$ cat config.mk
export PLATFORM = sky130hd
export DESIGN_NAME = tank_fill_pump_controller
export DESIGN_NICKNAME = d
export VERILOG_FILES = /design/src/rtl/tfpc_pkg.sv /design/src/rtl/tfpc_cfg.sv /design/src/rtl/tfpc_core.sv /design/src/rtl/tank_fill_pump_controller.sv
export SDC_FILE = /design/constraint.sdc
export NUM_CORES = 1
export LEC_CHECK = 0
export BUFFER_PORTS_ARGS = -buffer_cell sky130_fd_sc_hd__buf_2
export CORE_MARGIN = 8
export CORE_UTILIZATION = 34
export CTS_CLUSTER_SIZE = 20
export DETAILED_ROUTE_END_ITERATION = 12
export SETUP_SLACK_MARGIN = 0.5
export SLEW_MARGIN = 20
export SYNTH_ARGS = -nofsm -noshare
export SYNTH_HDL_FRONTEND = slang
export SYNTH_SLANG_ARGS = --single-unit
$ cat constraint.sdc
create_clock -name clk -period 7.2 [get_ports clk]
set_clock_uncertainty 0.1 [all_clocks]
set_input_delay 0.72 -clock clk [delete_from_list [all_inputs] [get_ports clk]]
set_output_delay 0.72 -clock clk [all_outputs]
set_load 0.02 [all_outputs]
$ cat src/rtl/tfpc_pkg.sv
`timescale 1ns / 1ps
// ----------------------------------------------------------------------------
// tfpc_pkg
// Types and constants shared by the tank fill pump controller modules.
// ----------------------------------------------------------------------------
package tfpc_pkg;

  localparam int TimeW = 32;
  localparam int CfgIdxW = 3;

  typedef logic [TimeW-1:0] time_ms_t;

  // Command codes
  localparam logic [1:0] CMD_UPDATE = 2'd0;
  localparam logic [1:0] CMD_START  = 2'd1;
  localparam logic [1:0] CMD_RESUME = 2'd2;

  // Reported controller state codes
  localparam logic [1:0] CTRL_IDLE  = 2'd0;
  localparam logic [1:0] CTRL_FILL  = 2'd1;
  localparam logic [1:0] CTRL_COOL  = 2'd2;
  localparam logic [1:0] CTRL_FAULT = 2'd3;

  // Tank level codes
  localparam logic [1:0] LVL_UNKNOWN = 2'd0;
  localparam logic [1:0] LVL_EMPTY   = 2'd1;
  localparam logic [1:0] LVL_PARTIAL = 2'd2;
  localparam logic [1:0] LVL_FULL    = 2'd3;

  // Fault codes
  localparam logic [1:0] FLT_SENSORS   = 2'd0;
  localparam logic [1:0] FLT_FLOW_OFF  = 2'd1;
  localparam logic [1:0] FLT_NO_FLOW   = 2'd2;

  // Register indexes
  localparam logic [CfgIdxW-1:0] REG_UPDATE_DELAY = 3'd0;
  localparam logic [CfgIdxW-1:0] REG_NO_FLOW      = 3'd1;
  localparam logic [CfgIdxW-1:0] REG_MAX_FILL     = 3'd2;
  localparam logic [CfgIdxW-1:0] REG_COOLDOWN     = 3'd3;
  localparam logic [CfgIdxW-1:0] REG_ALLOW_DELAY  = 3'd4;

  // Register reset values
  localparam time_ms_t RST_UPDATE_DELAY = 32'd1000;
  localparam time_ms_t RST_NO_FLOW      = 32'd60000;
  localparam time_ms_t RST_MAX_FILL     = 32'd1800000;
  localparam time_ms_t RST_COOLDOWN     = 32'd600000;
  localparam time_ms_t RST_ALLOW_DELAY  = 32'd60000;

  typedef enum logic [3:0] {
    ST_IDLE  = 4'b0001,
    ST_FILL  = 4'b0010,
    ST_COOL  = 4'b0100,
    ST_FAULT = 4'b1000
  } mode_t;

  typedef struct packed {
    time_ms_t update_delay_ms;
    time_ms_t no_flow_timeout_ms;
    time_ms_t max_fill_time_ms;
    time_ms_t cooldown_ms;
    time_ms_t allow_watering_delay_ms;
  } cfg_t;

  typedef struct packed {
    logic [1:0] command;
    time_ms_t   now_ms;
    logic       high_level;
    logic       low_level;
    logic       flow_detected;
    logic       watering_blocked;
  } item_t;

  typedef struct packed {
    logic       accepted;
    logic [1:0] ctrl_state;
    logic [1:0] tank_level;
    logic       pump_on;
    logic       fault_raised;
    logic [1:0] fault_code;
    logic       block_watering;
    logic       allow_watering;
  } result_t;

endpackage

$ cat src/rtl/tfpc_cfg.sv
`timescale 1ns / 1ps
// ----------------------------------------------------------------------------
// tfpc_cfg
// Timing configuration registers, written through a plain write port.
// ----------------------------------------------------------------------------
module tfpc_cfg (
  input  logic                            clk,
  input  logic                            rst,
  input  logic                            cfg_we,
  input  logic [tfpc_pkg::CfgIdxW-1:0]    cfg_index,
  input  tfpc_pkg::time_ms_t              cfg_data,
  output tfpc_pkg::cfg_t                  cfg
);
  import tfpc_pkg::*;

  always_ff @(posedge clk) begin
    if (rst) begin
      cfg.update_delay_ms         <= RST_UPDATE_DELAY;
      cfg.no_flow_timeout_ms      <= RST_NO_FLOW;
      cfg.max_fill_time_ms        <= RST_MAX_FILL;
      cfg.cooldown_ms             <= RST_COOLDOWN;
      cfg.allow_watering_delay_ms <= RST_ALLOW_DELAY;
    end else if (cfg_we) begin
      unique case (cfg_index)
        REG_UPDATE_DELAY: cfg.update_delay_ms         <= cfg_data;
        REG_NO_FLOW:      cfg.no_flow_timeout_ms      <= cfg_data;
        REG_MAX_FILL:     cfg.max_fill_time_ms        <= cfg_data;
        REG_COOLDOWN:     cfg.cooldown_ms             <= cfg_data;
        REG_ALLOW_DELAY:  cfg.allow_watering_delay_ms <= cfg_data;
        default: ;
      endcase
    end
  end

endmodule

$ cat src/rtl/tfpc_core.sv
`timescale 1ns / 1ps
// ----------------------------------------------------------------------------
// tfpc_core
// Controller state and the combinational step that processes one item.
// ----------------------------------------------------------------------------
module tfpc_core (
  input  logic             clk,
  input  logic             rst,
  input  logic             step,
  input  tfpc_pkg::item_t  item,
  input  tfpc_pkg::cfg_t   cfg,
  output tfpc_pkg::result_t res
);
  import tfpc_pkg::*;

  mode_t      mode, mode_next;
  logic [1:0] level, level_next;
  logic       first_pending, first_pending_next;
  time_ms_t   last_update_time, last_update_time_next;
  time_ms_t   fill_start_time, fill_start_time_next;
  time_ms_t   cooldown_start_time, cooldown_start_time_next;
  time_ms_t   water_since, water_since_next;

  logic       due;
  logic [1:0] lvl_new;
  time_ms_t   fill_elapsed;
  logic       flt;
  logic [1:0] flt_code;
  logic       blk, alw, acc;
  logic [1:0] state_code;

  always_comb begin
    mode_next                = mode;
    level_next               = level;
    first_pending_next       = first_pending;
    last_update_time_next    = last_update_time;
    fill_start_time_next     = fill_start_time;
    cooldown_start_time_next = cooldown_start_time;
    water_since_next         = water_since;
    acc      = 1'b0;
    flt      = 1'b0;
    flt_code = FLT_SENSORS;
    blk      = 1'b0;
    alw      = 1'b0;

    due = first_pending ||
          ((item.now_ms - last_update_time) >= cfg.update_delay_ms);
    lvl_new = item.high_level ? LVL_FULL : (item.low_level ? LVL_PARTIAL : LVL_EMPTY);
    fill_elapsed = item.now_ms - fill_start_time;

    case (item.command)
      CMD_UPDATE: begin
        if (due) begin
          first_pending_next    = 1'b0;
          last_update_time_next = item.now_ms;
          acc                   = 1'b1;
          if (item.high_level && !item.low_level) begin
            level_next = LVL_UNKNOWN;
            flt        = 1'b1;
            flt_code   = FLT_SENSORS;
            mode_next  = ST_FAULT;
          end else begin
            level_next = lvl_new;
            unique case (mode)
              ST_IDLE: begin
                if (item.flow_detected) begin
                  flt       = 1'b1;
                  flt_code  = FLT_FLOW_OFF;
                  mode_next = ST_FAULT;
                end else if (lvl_new == LVL_EMPTY) begin
                  mode_next            = ST_FILL;
                  fill_start_time_next = item.now_ms;
                end
              end
              ST_FILL: begin
                if (!item.flow_detected && fill_elapsed >= cfg.no_flow_timeout_ms) begin
                  flt       = 1'b1;
                  flt_code  = FLT_NO_FLOW;
                  mode_next = ST_FAULT;
                end else if (lvl_new == LVL_FULL || fill_elapsed >= cfg.max_fill_time_ms) begin
                  mode_next                = ST_COOL;
                  cooldown_start_time_next = item.now_ms;
                end
              end
              ST_COOL: begin
                if (item.flow_detected) begin
                  flt       = 1'b1;
                  flt_code  = FLT_FLOW_OFF;
                  mode_next = ST_FAULT;
                end else if ((item.now_ms - cooldown_start_time) >= cfg.cooldown_ms) begin
                  mode_next = ST_IDLE;
                end
              end
              ST_FAULT: ;
              default: ;
            endcase
            if (lvl_new == LVL_EMPTY) begin
              blk = !item.watering_blocked;
            end else begin
              if (level == LVL_EMPTY) begin
                water_since_next = item.now_ms;
              end
              alw = item.watering_blocked &&
                    ((item.now_ms - water_since_next) >= cfg.allow_watering_delay_ms);
            end
          end
        end
      end
      CMD_START: begin
        if (mode == ST_IDLE && level != LVL_FULL) begin
          mode_next            = ST_FILL;
          fill_start_time_next = item.now_ms;
          acc                  = 1'b1;
        end
      end
      CMD_RESUME: begin
        if (mode == ST_FAULT) begin
          mode_next = ST_IDLE;
          acc       = 1'b1;
        end
      end
      default: ;
    endcase
  end

  always_comb begin
    unique case (mode_next)
      ST_IDLE:  state_code = CTRL_IDLE;
      ST_FILL:  state_code = CTRL_FILL;
      ST_COOL:  state_code = CTRL_COOL;
      ST_FAULT: state_code = CTRL_FAULT;
      default:  state_code = CTRL_IDLE;
    endcase
  end

  always_comb begin
    res.accepted       = acc;
    res.ctrl_state     = state_code;
    res.tank_level     = level_next;
    res.pump_on        = (mode_next == ST_FILL);
    res.fault_raised   = flt;
    res.fault_code     = flt_code;
    res.block_watering = blk;
    res.allow_watering = alw;
  end

  always_ff @(posedge clk) begin
    if (rst) begin
      mode                <= ST_IDLE;
      level               <= LVL_UNKNOWN;
      first_pending       <= 1'b1;
      last_update_time    <= '0;
      fill_start_time     <= '0;
      cooldown_start_time <= '0;
      water_since         <= '0;
    end else if (step) begin
      mode                <= mode_next;
      level               <= level_next;
      first_pending       <= first_pending_next;
      last_update_time    <= last_update_time_next;
      fill_start_time     <= fill_start_time_next;
      cooldown_start_time <= cooldown_start_time_next;
      water_since         <= water_since_next;
    end
  end

endmodule

$ cat src/rtl/tank_fill_pump_controller.sv
`timescale 1ns / 1ps
// ----------------------------------------------------------------------------
// tank_fill_pump_controller
// Water tank fill controller with level classification, fill/cooldown/fault
// sequencing and watering block/allow requests.
// ----------------------------------------------------------------------------
// Usage:
//   Input channel (in_valid/in_ready) carries one item: a command (periodic
//   update, start filling, resume from fault), a millisecond timestamp and
//   the sensor bits. Output channel (out_valid/out_ready) returns exactly one
//   result item per input item, in order.
//   Path: an accepted item enters the input register, then its result
//   enters the result register and out_valid rises. Throughput: one item
//   per cycle while out_ready does not hold the flow; the step logic and
//   the controller state update in the cycle an item moves from the input
//   register to the result register.
//   Stall: while out_ready is low the result register holds its item and the
//   input register takes one more item; in_ready drops once both are full.
//   Reset (rst, synchronous): state returns to idle, level unknown, all
//   timestamps zero, registers to their defaults; the first update after
//   reset runs regardless of its time. Both stages are emptied.
//   Configuration: cfg_we writes cfg_data to register cfg_index at once;
//   write only while no item is in flight.
// ----------------------------------------------------------------------------
module tank_fill_pump_controller (
  input  logic                         clk,
  input  logic                         rst,
  input  logic                         in_valid,
  output logic                         in_ready,
  input  logic [1:0]                   command,
  input  logic [31:0]                  now_ms,
  input  logic                         high_level,
  input  logic                         low_level,
  input  logic                         flow_detected,
  input  logic                         watering_blocked,
  output logic                         out_valid,
  input  logic                         out_ready,
  output logic                         accepted,
  output logic [1:0]                   ctrl_state,
  output logic [1:0]                   tank_level,
  output logic                         pump_on,
  output logic                         fault_raised,
  output logic [1:0]                   fault_code,
  output logic                         block_watering,
  output logic                         allow_watering,
  input  logic                         cfg_we,
  input  logic [tfpc_pkg::CfgIdxW-1:0] cfg_index,
  input  logic [31:0]                  cfg_data
);
  import tfpc_pkg::*;

  cfg_t    cfg;
  item_t   item_q;
  logic    item_valid;
  result_t res_d, res_q;
  logic    step;

  assign step     = item_valid && (!out_valid || out_ready);
  assign in_ready = !item_valid || step;

  tfpc_cfg u_cfg (
    .clk       (clk),
    .rst       (rst),
    .cfg_we    (cfg_we),
    .cfg_index (cfg_index),
    .cfg_data  (cfg_data),
    .cfg       (cfg)
  );

  tfpc_core u_core (
    .clk  (clk),
    .rst  (rst),
    .step (step),
    .item (item_q),
    .cfg  (cfg),
    .res  (res_d)
  );

  always_ff @(posedge clk) begin
    if (rst) begin
      item_valid <= 1'b0;
    end else if (in_ready) begin
      item_valid <= in_valid;
    end
  end

  always_ff @(posedge clk) begin
    if (in_valid && in_ready) begin
      item_q.command          <= command;
      item_q.now_ms           <= now_ms;
      item_q.high_level       <= high_level;
      item_q.low_level        <= low_level;
      item_q.flow_detected    <= flow_detected;
      item_q.watering_blocked <= watering_blocked;
    end
  end

  always_ff @(posedge clk) begin
    if (rst) begin
      out_valid <= 1'b0;
    end else if (step) begin
      out_valid <= 1'b1;
    end else if (out_ready) begin
      out_valid <= 1'b0;
    end
  end

  always_ff @(posedge clk) begin
    if (step) begin
      res_q <= res_d;
    end
  end

  assign accepted       = res_q.accepted;
  assign ctrl_state     = res_q.ctrl_state;
  assign tank_level     = res_q.tank_level;
  assign pump_on        = res_q.pump_on;
  assign fault_raised   = res_q.fault_raised;
  assign fault_code     = res_q.fault_code;
  assign block_watering = res_q.block_watering;
  assign allow_watering = res_q.allow_watering;

endmodule
==> results of run 1 <==
[final timing paths]
check / start / endpoint / slack (ps)
max: item_q[4] / u_core.cooldown_start_time[7] / 900
min: now_ms[30] / item_q[34] / 200
max reg2reg: item_q[4] / u_core.cooldown_start_time[7] / 900
min reg2reg: u_cfg.cfg[124] / u_cfg.cfg[124] / 350
[placed cells by master (no fill, tap or decap), types with 38 or more instances in the layout]
| master | Yosys | final |
|---|---|---|
| a211oi_1 | 48 | 47 |
| a21o_1 | 84 | 84 |
| a21oi_1 | 298 | 298 |
| buf_2 | 10 | 89 |
| clkbuf_16 | 0 | 44 |
| dfxtp_1 | 297 | 297 |
| edfxtp_1 | 49 | 49 |
| ha_1 | 287 | 287 |
| inv_1 | 290 | 290 |
| mux2i_1 | 94 | 94 |
| nand2_1 | 425 | 425 |
| nor2_1 | 202 | 200 |
| o21ai_0 | 70 | 70 |
| xnor2_1 | 83 | 83 |
| xor2_1 | 38 | 38 |
[sequential cells by signal (all words and copies together), names as in the netlist, 2 cells and up]
name,flops
u_core.cooldown_start_time,32
u_core.fill_start_time,32
u_core.last_update_time,32
u_core.mode,4
u_cfg.cfg,160
ctrl_state,2
fault_code,2
item_q,38
tank_level,2
u_core.water_since,32
u_core.level,2
[power by group through the flow]
stage	combinational, mW	sequential (mW)	clock, mW
floorplan	0.783	2.09	0
global placement	1.07	2.11	0
detailed placement	1.07	2.11	0
CTS	1.08	2.07	2.21
global route	1.22	2.08	2.29
finish	1.08	2.07	2.15
[per-stage QoR]
stage | power (mW) | cell area (um2)
4_1_cts | 5.368 | 25410
3_3_place_gp | 3.185 | 24020
2_1_floorplan | 2.875 | 22670
3_5_place_dp | 3.189 | 24020
5_1_grt | 5.587 | 25430
6_report | 5.306 | 25430
[cells by family (layout without fill, tap and decap cells)]
kind of cell             after synthesis  count (layout)  share of synthesized area
XOR/XNOR                             121             121                    0.04675
adder cells (fa/ha/maj)              291             291                     0.1620
buffers and inverters                391             486                    0.06696
AND/OR/NAND/NOR                      857             857                     0.1692
AO/OA/AOI/OAI                        667             667                     0.1859
flip-flops                           346             346                     0.3272
multiplexers                          95              95                    0.04201
[worst max-delay path, stage by stage, from the launching register on]
cell,delay (ps)
edfxtp_1,410
inv_1,190
ha_1,200
inv_1,50
fa_1,390
a21o_1,190
a221oi_2,370
o211ai_2,160
a41o_1,300
o221ai_2,220
o21ai_2,140
a21bo_1,210
a21o_1,200
a211oi_2,230
xnor2_1,170
ha_1,290
a21o_1,170
a221oi_1,330
o21ai_0,130
a21oi_1,430
o21bai_2,210
nor4_4,300
buf_6,410
mux2i_1,250
nor2_1,50
[layout make-up]
type / instances / area (um2) / share of cell area
multi-input combinational: 2031 / 13770 / 0.5413
sequential: 346 / 7417 / 0.2916
clock buffer: 60 / 1231 / 0.04841
inverter: 292 / 1096 / 0.04309
tap: 864 / 1081 / 0.04250
timing repair buffer: 116 / 684.4 / 0.02691
clock inverter: 18 / 157.7 / 0.006198
[routing by layer]
layer	wire, um	up-vias	part of all wire
met3	2345	92	0.037
met1	29090	8687	0.45
met5	0	-	0
met2	30680	305	0.48
li1	-	9660	-
met4	2010	0	0.031
[timing repair]
item                       in CTS  in global routing
resized for setup               0                  4
buffers inserted                0                  1
hold endpoints to repair        0                  0
setup endpoints to repair       0                 58
==> impl_results.md, run 1 <==
- Setup WS pre-CTS: between 700 and 800 ps
- Crit-path max FO: 32
- Clock Latency Late Sink: between 500 and 600 ps
- Peak VDD IR: ~0.13 mV
- Core Footprint: between 60000 and 70000 um2
- Vias in the first global route: roughly 18000
- Period utilization: 0.8754
- Final hold slack: 199.8 ps
- CTS tree: done
- Syn avg cell area: 8.189 um2
- DR vias: 18740
- Iteration-0 DRC Markers: approximately 1300
- Total track usage: 0.1681
- Synth top area cells: dfxtp_1 (26%), ha_1 (16%), nand2_1 (7.0%)
- Nets: roughly 3200
- Final Slew Violations: 0
- Yosys top cell by area: dfxtp_1
- Net switching power: approximately 1.6 mW
- Internal power: 3.701 mW
- Synthesized area: between 20000 and 25000 um2
- Max Cap Violations: 0
- WP data arrival: around 6600 ps
- Slew headroom: 0.1159
- Pin slew with the least headroom to its limit: 1326 ps
- DIE HEIGHT: 274.2 um
- Endpoint class of the critical path: register
- Post-DP HPWL: between 40 and 50 mm
- Setup TNS: 0 ps
- # fillers: around 6900
- Largest net degree at the start of global routing: about 220
- IO Pins: slightly above 90
- Synth top cells by count: nand2_1 (425), a21oi_1 (298), dfxtp_1 (297), inv_1 (290), ha_1 (287)
- Clk slew on worst S/H paths: approximately 60 ps
- Final hold vios: 0
- Clock Sinks: 346
- Final setup viols: 0
- Outcome: finished, final reports clean
- Clock Tree Root: clkbuf_16
- Hold-fix buffers, CTS: 0
- Yosys reg bits: ~350
- DRC: 0
- Ys flop type: dfxtp_1
- Die X-Extent: ~270 um
- Initial core utilization: 0.3441
- GR Overflow Total: 0
- Ys Warns: 0
- Max Fclk: between 150 and 200 MHz
- Non-Filler Instances: about 3700
- Pwr Density: about 210 nW/um2
- Clock power frac: 0.406
- WP data required: around 7500 ps
- Reg2reg path depth: 24
- Worst setup margin: ~900 ps
- CTS max path bufs: 3
- CTS buffer count: 43
- Dpl cells: around 3600
- Sequential power share: 0.390
- Most frequent cell after synthesis: nand2_1
- Num rows: 94
- Sequential element share of the synthesized area: 0.3272
- Setup crit start kind: register
- Average routed wire per standard cell: between 15 and 20 um
- Post-route minimum period: roughly 6300 ps
- Met2 Use GR: 0.2891
- Unrepaired setup endpoints after global routing: no
- IO buf count: 90
- Comb pwr share: 0.204
- GP Congestion: 0.8651
- First-pass iteration count of the detailed router: 5
- WL final: between 60 and 70 mm
- Routed Antenna Nets: 0
- Share of synthesized registers carrying an async set or reset: 0
- Hold crit path type: primary input to register
- M1 GR Usage: 0.2157
- WS Path Type: register to register
- Syn_nets: between 3000 and 4000
- Final core occ: 0.3862
- Initial antenna violation count: 1
- Layout overhead on the synthesized area: 12.21%
- First-pass GRT wire length: 100.9 mm
- Layout cell share with drive strength beyond 1: 0.07754
- Share of the synthesized area in the top cell type: 0.2623
- Antenna fix cells: 0
- Met3 Track Usage GR: 0.02056
- GRT Max-Usage Layer: met2
- Number of synthesized flops with an enable pin: 49
- Die footprint: roughly 75000 um2
- Post-synthesis cell count: between 2000 and 3000
- Synth unique cells: between 80 and 90
- Sw frac: 0.3025
- DR vias/cell: roughly 5.0
- H-Tree Depth: 2
- Leakage power: approximately 10 nW
- Hold Path Depth: 1
No activity file was read; power rests on OpenSTA's default activity.
==> run 2, diff against run 1 <==
==> constraint.sdc (replaced) <==
create_clock -name clk -period 7.2 [get_ports clk]
set_clock_uncertainty 0.1 [all_clocks]
set_input_delay 2.16 -clock clk [delete_from_list [all_inputs] [get_ports clk]]
set_output_delay 2.16 -clock clk [all_outputs]
set_load 0.02 [all_outputs]
==> run 2 against run 1 <==
Effect of this change:
- hold slack improved by 150 ps
- via count rose by 0.58%
- sequential cell count did not move
- critical path type unchanged
- critical endpoint is now u_core.water_since[31]
- largest power group unchanged
==> impl_results.md, run 2 (synthesized netlist as in run 1, its figures left out) <==
- Outcome: finished, final reports clean
- Max Fclk: 159.6 MHz (+0.59%)
- # fillers: 6823 (-0.67%)
- First-pass GRT wire length: 101.3 mm (+0.40%)
- Reg2reg path depth: 26 (+8.3%)
- Clock Sinks: 346 (unchanged)
- M1 GR Usage: 0.2122 (-0.003492)
- Area after DPL: 24000 um2 (about the same)
- WP data required: 7600 ps (+60 ps)
- Period utilization: 0.8702 (-0.005156)
- WS Path Type: register to register
- Average routed wire per standard cell: 17.33 um (+0.71%)
- First-pass iteration count of the detailed router: 6 (+1)
- Pin slew with the least headroom to its limit: 1063 ps (-263.2 ps)
- Post-CTS setup buffer count: 0 (unchanged)
- Crit-path max FO: 34 (+6.3%)
- CTS max path bufs: 3 (unchanged)
- Core Footprint: 65860 um2 (unchanged)
- Iteration-0 DRC Markers: 1101 (-14%)
- DR vias/cell: 5.062 (+0.66%)
- Final Slew Violations: 0 (unchanged)
- DIE HEIGHT: 274.2 um (unchanged)
- Final instance area: 25480 um2 (+0.19%)
- Unrepaired setup endpoints after global routing: no
- Sequential power share: 0.382 (-0.008)
- Total Power: 5.426 mW (+2.3%)
- Die X-Extent: 274.2 um (unchanged)
- Met2 Use GR: 0.2907 (+0.001571)
- Setup crit start kind: register
- Hold path start: u_cfg.cfg[10]
- WHS Endpoint: u_cfg.cfg[10]
- H-Tree Depth: 2 (unchanged)
- Nets: 3195 (-0.13%)
- Peak VDD IR: 0.1600 mV (+27%)
- Initial core utilization: 0.3441 (unchanged)
- CTS resizes: 0 (unchanged)
- Clk slew on worst S/H paths: 60 ps (about the same)
- Net switching power: 1.601 mW (-0.29%)
- FF/Latch Area: 7417 um2 (unchanged)
- Clock Tree Root: clkbuf_16
- Slew headroom: 0.2913 (+0.1754)
- Multi-input logic area: 13770 um2 (about the same)
- Pwr Density: 212.9 nW/um2 (+2.1%)
- CTS buffer count: 41 (-4.7%)
- Routed Antenna Nets: 0 (unchanged)
- R2R setup slack: 930 ps (+40 ps)
- Commonest non-fill, non-tap cells in the layout: nand2_1 (425), a21oi_1 (297), dfxtp_1 (297)
- Final hold vios: 0 (unchanged)
- Biggest register: u_cfg.cfg
- DRC: 0 (unchanged)
- Vias in the first global route: 17980 (+0.85%)
- Hold Path Depth: 2 (+1)
- CTS tree: done
- IO buf count: 90 (unchanged)
- Die footprint: 75190 um2 (unchanged)
- Reg-to-reg startpoint: item_q[4]
- Layout overhead on the synthesized area: 12.43%
- Layout cell share with drive strength beyond 1: 0.07730 (-0.0002413)
- WP data arrival: 6670 ps (+30 ps)
- Clock power frac: 0.418 (+0.012)
- Comb pwr share: 0.199 (-0.005)
- Max Cap Violations: 0 (unchanged)
- Leakage power: 10.06 nW (about the same)
- R2R Path End: u_core.water_since[31]
- Initial antenna violation count: 1 (unchanged)
- DR vias: 18850 (+0.58%)
- Hold-fix buffers, CTS: 0 (unchanged)
- Post-DP HPWL: 47.70 mm (+0.46%)
- Sw frac: 0.2950 (-0.007531)
- Num rows: 94 (unchanged)
- IO Pins: 91 (unchanged)
- Largest net degree at the start of global routing: 154 (-31%)
- GR Overflow Total: 0 (unchanged)
- Hold crit path type: register to register
- WL final: 64.53 mm (+0.63%)
- GRT Max-Usage Layer: met2
- Biggest regs: u_cfg.cfg (160), item_q (38)
- Total track usage: 0.1694 (+0.001312)
- GP Congestion: 0.8780 (+1.5%)
- Largest register FFs: 160 (unchanged)
- Post-route minimum period: 6266 ps (-37.13 ps)
- Final setup viols: 0 (unchanged)
- Final hold slack: 352.2 ps (+152.5 ps)
- Final core occ: 0.3869 (+0.0007410)
- Clock Latency Late Sink: 590 ps (about the same)
- Met3 Track Usage GR: 0.02335 (+0.002788)
- Endpoint class of the critical path: register
- Setup TNS: 0 ps (unchanged)
- Internal power: 3.825 mW (+3.4%)
- Most common cell after layout, fill and taps aside: nand2_1
[run 2: worst max path at each step]
stage,start,end,slack [ps],cells after the start
2_1_floorplan,item_q[4],u_core.cooldown_start_time[10],1880,24
3_5_place_dp,item_q[4],u_core.cooldown_start_time[6],650,24
3_3_place_gp,item_q[4],u_core.cooldown_start_time[8],910,24
6_report,item_q[4],u_core.water_since[31],930,26
4_1_cts,item_q[4],u_core.cooldown_start_time[27],600,24
5_1_grt,item_q[4],u_core.water_since[31],530,26
[run 2: final cells by class]
type	instances	area share
Clock buffer	55	0.04591
Sequential cell	346	0.2911
Inverter	292	0.04301
Antenna cell	1	0.00009820
Tap cell	864	0.04242
Multi-Input combinational cell	2031	0.5402
Clock inverter	21	0.01154
Timing Repair Buffer	114	0.02578
[run 2: routing by layer]
metal  up-vias  share of wire
met1      8708           0.45
met3       108          0.040
met2       358           0.48
met4         0          0.038
li1       9678              -
met5         -              0
[run 2: through the flow]
step,setup slack (ps),std cells
2_1_floorplan,1881,2768
3_3_place_gp,910.2,3647
3_5_place_dp,652.9,3647
4_1_cts,601.3,3723
5_1_grt,534.7,3724
6_report,934.4,3724
[run 2: worst max-delay path, cell delays in order (launching register included)]
cell and delay, ps:
edfxtp_1 410, inv_1 190, ha_1 220, inv_1 60
fa_1 430, nand3_1 140, a31oi_1 130, o211ai_1 410
o2111ai_1 310, nand2_1 200, o21ai_1 140, o41ai_1 440
inv_1 80, a21oi_1 190, xnor2_1 90, ha_1 180
a21o_1 170, a21o_1 170, a211o_1 340, a2111oi_2 320
o211ai_2 220, nand3_2 290, nor2_2 70, buf_4 270
nand2_1 340, o21ai_0 120, a21oi_1 160
[run 2: power by group through the flow]
stage               Combinational [mW]  Clock [mW]  Sequential [mW]
floorplan                        0.783           0             2.09
global placement                  1.07           0             2.12
detailed placement                1.08           0             2.12
CTS                               1.08        2.33             2.07
global route                      1.23        2.40             2.08
finish                            1.08        2.27             2.07
==> run 3, diff against run 2 <==
Settings changed: BUFFER_PORTS_ARGS -buffer_cell sky130_fd_sc_hd__buf_2 to unset, DONT_BUFFER_PORTS set to 1, SYNTH_HIERARCHICAL set to 1.
Clock period 7.2 ns to 8.1 ns, I/O delays scaled along.
==> run 3 against run 2 <==
Effect of this change:
- synthesized cell count is 5.7% lower
- cell count down 6.2%
- register-to-register slack improved by 160 ps
- largest cell class unchanged
- critical endpoint is now u_core/cooldown_start_time[26]
- wire length down 3.8%
- sequential cell count unchanged
==> impl_results.md, run 3 <==
- Setup TNS: 0 ps (unchanged)
- Post-CTS setup buffer count: 0 (unchanged)
- WS Path Type: register to register
- Hold crit path type: register to register
- Pin slew with the least headroom to its limit: 837.3 ps (-225.8 ps)
- GR Overflow Total: 0 (unchanged)
- Unrepaired setup endpoints after global routing: no
- Most frequent cell after synthesis: dfxtp_1
- Final Slew Violations: 0 (unchanged)
- Max Cap Violations: 0 (unchanged)
- Final hold vios: 0 (unchanged)
- Nets: 2948 (-7.7%)
- Dpl cells: 3419 (-6.3%)
- Commonest non-fill, non-tap cells in the layout: dfxtp_1 (297), ha_1 (287), mux2i_1 (285)
- Ys flop type: dfxtp_1
- Total track usage: 0.1554 (-0.01394)
- Crit path launch: item_q[4]
- WL final: 62.05 mm (-3.8%)
- IO buf count: 0 (-100%)
- Vias in the first global route: 16880 (-6.2%)
- First-pass iteration count of the detailed router: 4 (-2)
- Synth unique cells: 82 (-4.7%)
- Max Fclk: 142.8 MHz (-11%)
- Share of the synthesized area in the top cell type: 0.2543 (-0.008042)
- Outcome: finished, final reports clean
- CTS tree: done
- Hold-fix buffers, CTS: 0 (unchanged)
- WHS Endpoint: u_cfg/cfg[113]
- Reg-to-reg startpoint: item_q[4]
- Yosys top cell by area: dfxtp_1
- Pwr Density: 180.0 nW/um2 (-15%)
- # fillers: 6843 (+0.29%)
- Crit-path max FO: 22 (-35%)
- Ys Warns: 6 (+6)
- Initial core utilization: 0.3421 (-0.002010)
- Number of synthesized flops with an enable pin: 49 (unchanged)
- Post-route minimum period: 7003 ps (+737.1 ps)
- WP data required: 8430 ps (+830 ps)
- First-pass GRT wire length: 96.33 mm (-4.9%)
- Reg2reg path depth: 26 (unchanged)
- Synth top cells by count: dfxtp_1 (297), ha_1 (287), mux2i_1 (285), inv_1 (276), nor2_1 (273)
- Routed Antenna Nets: 0 (unchanged)
- Initial antenna violation count: 3 (+2)
- Hold path start: u_cfg/cfg[113]
- Area after DPL: 24200 um2 (+0.84%)
- DR vias: 17390 (-7.8%)
- Final instance area: 25500 um2 (about the same)
- CP max stage delay: 550 ps (+110 ps)
- Post-DP HPWL: 47.10 mm (-1.3%)
- DR vias/cell: 4.979 (-1.6%)
- CTS resizes: 0 (unchanged)
- Most common cell after layout, fill and taps aside: dfxtp_1
- Syn avg cell area: 8.956 um2 (+9.4%)
- Layout overhead on the synthesized area: 9.048%
- Clock Latency Late Sink: 570 ps (-20 ps)
- Largest net degree at the start of global routing: 344 (+120%)
- Biggest regs: u_cfg/cfg (160), item_q (38)
- R2R Path End: u_core/cooldown_start_time[26]
- Peak VDD IR: 0.1114 mV (-30%)
- DRC: 0 (unchanged)
- Non-Filler Instances: 3492 (-6.2%)
- Top delay family on crit path: compound AO/OA/AOI/OAI gates
- Final hold slack: 373.7 ps (+21.47 ps)
- Core Footprint: 68350 um2 (+3.8%)
- GP Congestion: 0.8706 (-0.84%)
- DIE HEIGHT: 278.3 um (+1.5%)
- Synth top area cells: dfxtp_1 (25%), ha_1 (15%), mux2i_1 (12%)
- Die X-Extent: 278.3 um (+1.5%)
- WP data arrival: 7340 ps (+670 ps)
- Setup crit start kind: register
- Layout cell share with drive strength beyond 1: 0.04331 (-0.03399)
- Worst path bufs/invs: 3 (-1)
- Clock Sinks: 346 (unchanged)
- Biggest register: u_cfg/cfg
- Clock Tree Root: clkbuf_16
- Period utilization: 0.8645 (-0.005692)
- IO Pins: 91 (unchanged)
- Clk slew on worst S/H paths: 60 ps (about the same)
- Crit path max-delay cell type: a21oi_1
- Synthesized area: 23380 um2 (+3.2%)
- H-Tree Depth: 2 (unchanged)
- Share of synthesized registers carrying an async set or reset: 0 (unchanged)
- Slew headroom: 0.4367 (+0.1454)
- Endpoint class of the critical path: register
- CTS buffer count: 40 (-2.4%)
- Hold Path Depth: 2 (unchanged)
- Largest register FFs: 160 (unchanged)
- Iteration-0 DRC Markers: 904 (-18%)
- Syn_nets: 2980 (-5.0%)
- R2R setup slack: 1100 ps (+160 ps)
- Sequential element share of the synthesized area: 0.3172 (-0.01003)
- CTS max path bufs: 3 (unchanged)
- Final setup viols: 0 (unchanged)
- Post-synthesis cell count: 2611 (-5.7%)
- Yosys reg bits: 346 (unchanged)
- Num rows: 96 (+2.1%)
- Leakage power: 11.38 nW (+13%)
- Average routed wire per standard cell: 17.77 um (+2.5%)
- Die footprint: 77420 um2 (+3.0%)
## run 3: cell count changes after synthesis, sizes merged, moves of 27 or more
cell / before / now
mux2i: 94 / 285
nand2b: 22 / 190
a21oi: 298 / 146
nand2: 426 / 61
nor2: 202 / 273
nand3b: 31 / 4
buf: 19 / 46
clkbuf: 80 / 44
## run 3: worst max path at each step
stage	to	slack, ps	cells after the start
after global routing	u_core/cooldown_start_time[30]	630	26
after global placement	u_core/cooldown_start_time[29]	1230	28
after floorplan	ctrl_state[0]	2920	25
after CTS	u_core/cooldown_start_time[30]	1140	28
final	u_core/cooldown_start_time[26]	1100	26
after detailed placement	u_core/cooldown_start_time[30]	1180	26
## run 3: tightest hold or removal path, delay by kind of cell, from the launching register on
kind	cells	cell delay, ps
flops	1	310
simple gates	1	60
mux	1	60
## run 3: per-stage QoR
step,worst slack [ps],power [mW],utilization
after global placement,1233,2.795,0.3541
after global routing,630.7,4.831,0.3731
after detailed placement,1177,2.799,0.3541
after floorplan,2920,2.589,-
final,1097,4.591,0.3731
after CTS,1136,4.644,0.3731
## run 3: area by class of cell
class,instances,area (um2),area share
timing repair buffer,16,120.1,0.004710
multi-input combinational,1899,14530,0.5696
antenna,1,2.502,0.00009814
tap,882,1104,0.04328
sequential,346,7417,0.2909
clock buffer,59,1165,0.04568
inverter,276,1036,0.04063
clock inverter,13,130.1,0.005103
## run 3: cells by family after synthesis
group                    synth area share
AND/OR/NAND/NOR                    0.1554
AO/OA/AOI/OAI                      0.1419
buffers and inverters             0.06367
flip-flops                         0.3172
adder cells (fa/ha/maj)            0.1570
multiplexers                       0.1225
XOR/XNOR                          0.04232
## run 3: metal layers
| metal | share of wire | GRT usage | vias up |
|---|---|---|---|
| met4 | 0.027 | 0.04532 | 4 |
| li1 | - | - | 9009 |
| met3 | 0.036 | 0.02362 | 89 |
| met2 | 0.50 | 0.2832 | 239 |
| met5 | 0.00044 | 0 | - |
| met1 | 0.43 | 0.1873 | 8047 |
## run 3: power breakdown
part / internal (mW) / switching, mW
Clock: 1.06 / 0.757
Combinational: 0.409 / 0.516
Sequential: 1.79 / 0.0550
